<file path="src/hdl/pbrd_pkg.sv">
`default_nettype none

package pbrd_pkg;

  // Flag byte that decodes to nothing
  localparam logic [7:0] FLAG_NOP = 8'h80;

  // Configuration register indexes
  localparam logic CFG_WORD_MODE    = 1'b0;
  localparam logic CFG_ROW_CAPACITY = 1'b1;

  localparam logic [13:0] ROW_CAPACITY_RST = 14'd1280;

  // Decoder phase
  typedef enum logic [2:0] {
    PH_FLAG = 3'd0,
    PH_LIT  = 3'd1,
    PH_LIT2 = 3'd2,
    PH_REP0 = 3'd3,
    PH_REP1 = 3'd4
  } phase_t;

  // Per-row decoder state
  typedef struct packed {
    phase_t      phase;
    logic [7:0]  units_left;
    logic [7:0]  held_byte;
    logic [13:0] bytes_written;
    logic        row_stopped;
  } row_state_t;

  // One run of decoded bytes caused by one packed byte
  typedef struct packed {
    logic [8:0] len;   // bytes to emit, 0..256
    logic [7:0] b0;    // byte, or first byte of a word
    logic [7:0] b1;    // second byte of a word
    logic       word;  // alternate b0/b1
  } run_t;

  // Sequencer steps
  typedef enum logic [1:0] {
    STEP_TAKE   = 2'd0,
    STEP_DECODE = 2'd1,
    STEP_EMIT   = 2'd2
  } step_t;

  // Jump conditions
  typedef enum logic [1:0] {
    COND_ALWAYS    = 2'd0,
    COND_IN_BEAT   = 2'd1,
    COND_NO_RUN    = 2'd2,
    COND_LAST_BEAT = 2'd3
  } cond_t;

  // Control word
  typedef struct packed {
    logic  take;     // ready for an input beat
    logic  load;     // commit decoded state and run
    logic  emit;     // present an output beat
    cond_t cond;     // jump condition
    step_t target;   // jump target
    logic  advance;  // step+1 when no jump, else hold
  } ucode_t;

  // Control program
  function automatic ucode_t ucode_rom(input step_t step);
    ucode_t uc;
    unique case (step)
      STEP_TAKE:   uc = '{take: 1'b1, load: 1'b0, emit: 1'b0, cond: COND_IN_BEAT,
                          target: STEP_DECODE, advance: 1'b0};
      STEP_DECODE: uc = '{take: 1'b0, load: 1'b1, emit: 1'b0, cond: COND_NO_RUN,
                          target: STEP_TAKE, advance: 1'b1};
      STEP_EMIT:   uc = '{take: 1'b0, load: 1'b0, emit: 1'b1, cond: COND_LAST_BEAT,
                          target: STEP_TAKE, advance: 1'b0};
      default:     uc = '{take: 1'b0, load: 1'b0, emit: 1'b0, cond: COND_ALWAYS,
                          target: STEP_TAKE, advance: 1'b0};
    endcase
    return uc;
  endfunction

endpackage

`default_nettype wire

</file>
<file path="src/hdl/pbrd_step_decode.sv">
`default_nettype none

module pbrd_step_decode
  import pbrd_pkg::*;
(
  input  row_state_t  state,
  input  logic [7:0]  packed_byte,
  input  logic        row_last,
  input  logic        word_mode,
  input  logic [13:0] row_capacity,
  output row_state_t  state_next,
  output run_t        run
);

  logic [13:0] free_bytes;
  row_state_t  st_a;
  logic        lit_emit;
  logic        rep_req;
  logic [7:0]  rep_b0;
  logic [7:0]  rep_b1;
  logic        rep_word;
  logic [13:0] cap_units;
  logic [7:0]  rep_units;
  logic [8:0]  rep_bytes;
  logic [8:0]  add_bytes;
  logic [7:0]  units_dec;

  // Free room in the row, zero once capacity is reached or lowered below
  assign free_bytes = (state.bytes_written >= row_capacity) ? 14'd0
                                                            : row_capacity - state.bytes_written;
  assign units_dec  = state.units_left - 8'd1;

  // Take one packed byte
  always_comb begin
    st_a     = state;
    lit_emit = 1'b0;
    rep_req  = 1'b0;
    rep_b0   = 8'd0;
    rep_b1   = 8'd0;
    rep_word = 1'b0;
    if (!state.row_stopped) begin
      unique case (state.phase)
        PH_FLAG: begin
          if (free_bytes == 14'd0 || (word_mode && free_bytes == 14'd1)) begin
            st_a.row_stopped = 1'b1;
          end else if (!packed_byte[7]) begin
            st_a.units_left = packed_byte + 8'd1;
            st_a.phase      = PH_LIT;
          end else if (packed_byte != FLAG_NOP) begin
            st_a.units_left = 8'd1 - packed_byte;
            st_a.phase      = PH_REP0;
          end
        end
        PH_LIT, PH_LIT2: begin
          if (free_bytes == 14'd0) begin
            st_a.row_stopped = 1'b1;
          end else begin
            lit_emit = 1'b1;
            if (state.phase == PH_LIT && word_mode) begin
              st_a.phase = PH_LIT2;
            end else begin
              st_a.units_left = units_dec;
              st_a.phase      = (units_dec == 8'd0) ? PH_FLAG : PH_LIT;
            end
          end
        end
        PH_REP0: begin
          if (word_mode) begin
            st_a.held_byte = packed_byte;
            st_a.phase     = PH_REP1;
          end else begin
            rep_req = 1'b1;
            rep_b0  = packed_byte;
          end
        end
        PH_REP1: begin
          rep_req  = 1'b1;
          rep_b0   = state.held_byte;
          rep_b1   = packed_byte;
          rep_word = 1'b1;
        end
        default: st_a.phase = PH_FLAG;
      endcase
    end
    // Row ends while a repeat value is awaited: repeat zeros, or the held byte paired with zero
    if (row_last && !st_a.row_stopped && !rep_req) begin
      if (st_a.phase == PH_REP0) begin
        rep_req  = 1'b1;
        rep_b0   = 8'd0;
        rep_b1   = 8'd0;
        rep_word = word_mode;
      end else if (st_a.phase == PH_REP1) begin
        rep_req  = 1'b1;
        rep_b0   = st_a.held_byte;
        rep_b1   = 8'd0;
        rep_word = 1'b1;
      end
    end
  end

  // Clip a repeat to the free bytes, or to whole free words
  assign cap_units = rep_word ? {1'b0, free_bytes[13:1]} : free_bytes;
  assign rep_units = ({6'd0, st_a.units_left} > cap_units) ? cap_units[7:0] : st_a.units_left;
  assign rep_bytes = rep_word ? {rep_units, 1'b0} : {1'b0, rep_units};
  assign add_bytes = rep_req ? rep_bytes : {8'd0, lit_emit};

  // Commit state and describe the run
  always_comb begin
    state_next               = st_a;
    state_next.bytes_written = state.bytes_written + {5'd0, add_bytes};
    if (rep_req) begin
      state_next.units_left = 8'd0;
      state_next.phase      = PH_FLAG;
    end
    if (row_last) begin
      state_next = '{phase: PH_FLAG, units_left: 8'd0, held_byte: 8'd0,
                     bytes_written: 14'd0, row_stopped: 1'b0};
    end
    run.len  = add_bytes;
    run.b0   = rep_req ? rep_b0 : packed_byte;
    run.b1   = rep_b1;
    run.word = rep_req & rep_word;
  end

endmodule

`default_nettype wire

</file>
<file path="src/hdl/packbits_row_decoder_core.sv">
// Channel   | Dir | tdata (low bit up)                        | tlast
// s_axis    | in  | packed_byte[7:0]                          | row_last
// m_axis    | out | out_bytes[63:0], out_count[67:64], 0 pad  | item_last
// cfg       | in  | cfg_we, cfg_index (0 word_mode, 1 row_capacity), cfg_wdata
//
// A three-step control program (take, decode, emit) runs one packed byte at a time.
// A flag byte passes take and decode; a literal byte or a repeat also passes emit, which sends
// up to BYTES_PER_RESULT bytes per beat, one output beat per cycle while m_axis_tready is high.
// Output stalls hold the emit step and its beat; input is refused until the last beat leaves.
// rst is synchronous: it clears the row state and the step and loads the register defaults.
`default_nettype none

module packbits_row_decoder_core
  import pbrd_pkg::*;
#(
  parameter int BYTES_PER_RESULT = 8
) (
  input  wire logic        clk,
  input  wire logic        rst,
  input  wire logic        s_axis_tvalid,
  output logic             s_axis_tready,
  input  wire logic [7:0]  s_axis_tdata,   // packed_byte[7:0]
  input  wire logic        s_axis_tlast,
  output logic             m_axis_tvalid,
  input  wire logic        m_axis_tready,
  output logic [71:0]      m_axis_tdata,   // out_bytes[63:0], out_count[67:64], zero pad
  output logic             m_axis_tlast,
  input  wire logic        cfg_we,
  input  wire logic        cfg_index,
  input  wire logic [13:0] cfg_wdata
);

  localparam logic [3:0] LANES = 4'(BYTES_PER_RESULT);

  logic        word_mode;
  logic [13:0] row_capacity;

  step_t       step;
  step_t       step_next;
  ucode_t      uc;
  logic        cond_true;

  logic [7:0]  in_byte;
  logic        in_last;
  row_state_t  state;
  row_state_t  state_next;
  run_t        run_new;

  logic [8:0]  run_left;
  logic [7:0]  run_b0;
  logic [7:0]  run_b1;
  logic        run_word;
  logic        run_odd;
  logic [3:0]  beat_n;
  logic        last_beat;
  logic [63:0] beat_bytes;

  // Configuration registers
  always_ff @(posedge clk) begin
    if (rst) begin
      word_mode    <= 1'b0;
      row_capacity <= ROW_CAPACITY_RST;
    end else if (cfg_we) begin
      if (cfg_index == CFG_WORD_MODE) begin
        word_mode <= cfg_wdata[0];
      end else begin
        row_capacity <= cfg_wdata;
      end
    end
  end

  // Decode the held byte against the row state
  pbrd_step_decode u_decode (
    .state        (state),
    .packed_byte  (in_byte),
    .row_last     (in_last),
    .word_mode    (word_mode),
    .row_capacity (row_capacity),
    .state_next   (state_next),
    .run          (run_new)
  );

  // Beat size and lane contents
  assign beat_n    = (run_left >= {5'd0, LANES}) ? LANES : run_left[3:0];
  assign last_beat = (run_left <= {5'd0, LANES});

  always_comb begin
    beat_bytes = '0;
    for (int i = 0; i < 8; i++) begin
      if (4'(i) < beat_n) begin
        beat_bytes[8*i +: 8] = (run_word && (run_odd ^ 1'(i))) ? run_b1 : run_b0;
      end
    end
  end

  // Sequencer: control word, jump condition, next step
  always_comb begin
    uc = ucode_rom(step);
    case (uc.cond)
      COND_IN_BEAT:   cond_true = s_axis_tvalid;
      COND_NO_RUN:    cond_true = (run_new.len == 9'd0);
      COND_LAST_BEAT: cond_true = m_axis_tready && last_beat;
      default:        cond_true = 1'b1;
    endcase
    if (cond_true) begin
      step_next = uc.target;
    end else if (uc.advance) begin
      step_next = step_t'(step + 2'd1);
    end else begin
      step_next = step;
    end
  end

  always_ff @(posedge clk) begin
    if (rst) begin
      step <= STEP_TAKE;
    end else begin
      step <= step_next;
    end
  end

  // Hold the accepted byte
  always_ff @(posedge clk) begin
    if (uc.take && s_axis_tvalid) begin
      in_byte <= s_axis_tdata;
      in_last <= s_axis_tlast;
    end
  end

  // Row state
  always_ff @(posedge clk) begin
    if (rst) begin
      state <= '{phase: PH_FLAG, units_left: 8'd0, held_byte: 8'd0,
                 bytes_written: 14'd0, row_stopped: 1'b0};
    end else if (uc.load) begin
      state <= state_next;
    end
  end

  // Load the run, then drain it beat by beat
  always_ff @(posedge clk) begin
    if (uc.load) begin
      run_left <= run_new.len;
      run_b0   <= run_new.b0;
      run_b1   <= run_new.b1;
      run_word <= run_new.word;
      run_odd  <= 1'b0;
    end else if (uc.emit && m_axis_tready) begin
      run_left <= run_left - {5'd0, beat_n};
      run_odd  <= run_odd ^ beat_n[0];
    end
  end

  assign s_axis_tready = uc.take;
  assign m_axis_tvalid = uc.emit;
  assign m_axis_tdata  = {4'd0, beat_n, beat_bytes};
  assign m_axis_tlast  = last_beat;

endmodule

`default_nettype wire

</file>
<file path="config.mk">
export PLATFORM = sky130hd
export DESIGN_NAME = packbits_row_decoder_core
export DESIGN_NICKNAME = d
export VERILOG_FILES = /design/src/hdl/pbrd_pkg.sv /design/src/hdl/pbrd_step_decode.sv /design/src/hdl/packbits_row_decoder_core.sv
export SDC_FILE = /design/constraint.sdc
export NUM_CORES = 1
export LEC_CHECK = 0
export BUFFER_PORTS_ARGS = -buffer_cell sky130_fd_sc_hd__buf_2
export CAP_MARGIN = 20
export CORE_MARGIN = 2
export CORE_UTILIZATION = 56
export CTS_CLUSTER_SIZE = 40
export DETAILED_ROUTE_END_ITERATION = 8
export GPL_TIMING_DRIVEN = 0
export PLACE_DENSITY = 0.88
export SLEW_MARGIN = 15
export SYNTH_ARGS = -nofsm -noshare
export SYNTH_HDL_FRONTEND = slang
export SYNTH_SLANG_ARGS = --single-unit
</file>
<file path="constraint.sdc">
create_clock -name clk -period 12.6 [get_ports clk]
set_input_delay 0.63 -clock clk [delete_from_list [all_inputs] [get_ports clk]]
set_output_delay 0.63 -clock clk [all_outputs]
set_load 0.02 [all_outputs]
</file>
==> results.json <==
{
  "status": "finished, final reports clean",
  "yosysSeqAreaShare_pct": 30.54,
  "cts_root_buf": "clkbuf_16",
  "critPathMaxFanout": 10,
  "path_class": "flip-flop to flip-flop",
  "port_buffers": 98,
  "numCtsBuffers": 9,
  "p_comb_share_pct": 56.6,
  "final_cell_mix": "153 x nor2_1, 102 x buf_2, 86 x nand2_1",
  "drv_slew": 0,
  "clock_skew_ns": 0.008579,
  "crit_buf_inv": 5,
  "dieArea_mm2": 0.01313,
  "synth_seq_cells": 87,
  "synth_cells": 866,
  "cts_tree": "done",
  "cts_max_level": 3,
  "core_mm2": 0.01196,
  "drive_gt1_share_pct": 15.63,
  "post-cts-setup-buffers": 0,
  "power_mw": 1.553,
  "maxSlewHeadroom_pct": 29.45,
  "n_antenna_cell": 0,
  "vias": 6863,
  "sequentialPowerShare_pct": 25.8,
  "fp-row-count": 40,
  "dr_wl_met3_um": 1235,
  "drtAntennaViolNets": 0,
  "grt_pass1_vias": 6246,
  "drc_errors": 0,
  "vdd_drop_max_uv": 69.54,
  "clkLatencyLatePin_ns": 0.36,
  "hold_viol_final": 0,
  "dr.pass1.iters": 6,
  "p_int_uw": 815.4,
  "cp.depth": 43,
  "rsz0062_at_grt": "no",
  "setup_tns_ns": 0,
  "dpl.hpwl_um": 14090,
  "grt_max_degree": 19,
  "arrival_ns": 9.74,
  "post-route-min-period_ns": 9.492,
  "hold_depth": 1,
  "syn_area_mm2": 0.006849,
  "layout_commonest_cell": "nor2_1",
  "die_x_um": 114.6,
  "cp-start-kind": "flip-flop",
  "fin_crit_sh_pct": 75.33,
  "avgSynthCellArea_um2": 7.909,
  "ys_warn_count": 0,
  "clock.fmax_ghz": 0.1054,
  "clkPwrFrac_pct": 17.5,
  "met1_length_um": 8020,
  "synth_edf_count": 35,
  "hp-class": "input port to flip-flop",
  "critPathRequiredTime_ns": 12.85,
  "critPathTopFamily": "compound AO/OA/AOI/OAI gates",
  "p_leak_nw": 3.400,
  "cap_violations": 0,
  "cts_hold_buf": 0,
  "ys_types": 86,
  "nets": 1054,
  "antenna_found_initial": 0,
  "drt-total-wl_um": 18510,
  "cpPeakStageDelay_ns": 0.52,
  "switchingPower_uw": 737.4,
  "power_density_mw_per_mm2": 198.0,
  "globalplace.congestion": 1.006,
  "crit_slowest_cell": "a311oi_1",
  "dieHeight_um": 114.6,
  "met2WireLength_um": 8755,
  "boundaryPins": 104,
  "r2r_cells": 43,
  "overflow": 0,
  "clkSinkCount": 87,
  "topRoutingLayerUsed": "met4",
  "grtUsageTotal_pct": 28.64,
  "wl_per_cell_um": 16.35,
  "grt_pass1_wl_um": 30240,
  "p_sw_share_pct": 47.49,
  "cts_resized": 0,
  "drtIter0Drc": 652,
  "area_delta_synth_final_pct": 14.49,
  "synthFlopType": "dfxtp_1",
  "worst-slew-pin-transition_ns": 1.045,
  "clk_path_buf_depth": 2,
  "critPathCaptureType": "flip-flop",
  "setup-violations-final": 0,
  "viasPerCell": 6.063,
  "clk_pin_slew_ns": 0.07,
  "start_util_pct": 57.26,
  "async_flop_share_pct": 0,
  "crit_path_frequent_cell": "o21ai_0"
}
Yosys cell counts, types with 4 or more instances:
cell type | number | area (um^2)
a211oi_1 | 7 | 52.55
a21o_1 | 14 | 105.1
a21oi_1 | 61 | 305.3
a22o_1 | 8 | 70.07
a22oi_1 | 16 | 120.1
a31oi_1 | 8 | 50.05
and2_1 | 14 | 87.58
and3_1 | 6 | 37.54
buf_4 | 5 | 37.54
clkbuf_1 | 35 | 131.4
dfxtp_1 | 52 | 1041
edfxtp_1 | 35 | 1051
ha_1 | 43 | 538.0
inv_1 | 34 | 127.6
mux2i_1 | 22 | 220.2
nand2_1 | 86 | 322.8
nand2b_1 | 7 | 43.79
nand3_1 | 14 | 70.07
nand3b_1 | 4 | 30.03
nand4_1 | 6 | 37.54
nor2_1 | 153 | 574.3
nor2b_1 | 16 | 100.1
nor3_1 | 19 | 95.09
nor4_1 | 5 | 31.28
o211a_1 | 4 | 40.04
o211ai_1 | 10 | 75.07
o21a_1 | 6 | 45.04
o21ai_0 | 35 | 175.2
o21bai_1 | 8 | 60.06
o31a_1 | 5 | 43.79
o31ai_1 | 4 | 30.03
or3_1 | 8 | 50.05
or4_1 | 6 | 45.04
xnor2_1 | 22 | 192.7
xor2_1 | 16 | 140.1
metal layers:
metal	global-route usage, %	vias up
met3	3.388	48
met2	47.65	328
met5	0	-
met4	13.17	0
li1	-	3309
met1	37.23	3178
stage by stage:
stage | worst slack [ns] | hold slack [ns] | utilization, % | area (um^2) | std cells
CTS | 3.381 | 0.4461 | 65.51 | 7836 | 1131
finish | 3.108 | 0.4465 | 65.55 | 7841 | 1132
global route | 2.289 | 0.4496 | 65.55 | 7841 | 1132
global placement | 3.590 | 0.4467 | 62.99 | 7535 | 1114
detailed placement | 3.471 | 0.4479 | 63.03 | 7540 | 1115
floorplan | 4.901 | 0.4363 | - | 6860 | 869
registers in the layout, summed over array words and instances (netlist names):
register and cells:
step 2, in_last 1, in_byte 8, state 34, row_capacity 14, run_b0 8, run_word 1, run_odd 1
run_left 9, run_b1 8, word_mode 1
cell type report:
class / instances / area (um^2)
multi-input cells: 699 / 4427
fillers: 1015 / 4120
flip-flops and latches: 87 / 2092
repair buffers: 100 / 500.5
clock buffers: 9 / 225.2
plain buffers: 47 / 206.4
well taps: 147 / 183.9
inverters: 36 / 135.1
clock inverters: 7 / 71.32
power groups by stage:
| stage | registers [mW] | logic [mW] | clock network (mW) |
|---|---|---|---|
| floorplan | 0.395 | 0.629 | 0 |
| global placement | 0.403 | 0.843 | 0 |
| detailed placement | 0.407 | 0.858 | 0 |
| CTS | 0.401 | 0.864 | 0.274 |
| global route | 0.410 | 0.964 | 0.281 |
| finish | 0.401 | 0.879 | 0.273 |
cell families after synthesis:
kind of cell               synth area share (%)
AOI/OAI and AO/OA                         23.22
xor gates and xnor gates                  4.859
adders and majority gates                 8.440
buffers and inverters                     4.987
DFF                                       30.54
muxes                                     3.708
other                                    0.1096
and+or+nand+nor                           24.13
worst paths after layout:
check,start,endpoint,slack (ns)
setup reg to reg,row_capacity[0],state[14],3.11
hold reg to reg,row_capacity[0],row_capacity[0],0.46
setup / recovery,row_capacity[0],state[14],3.11
hold / removal,s_axis_tdata[6],in_byte[6],0.45
Power figures use the tool's default switching activity.
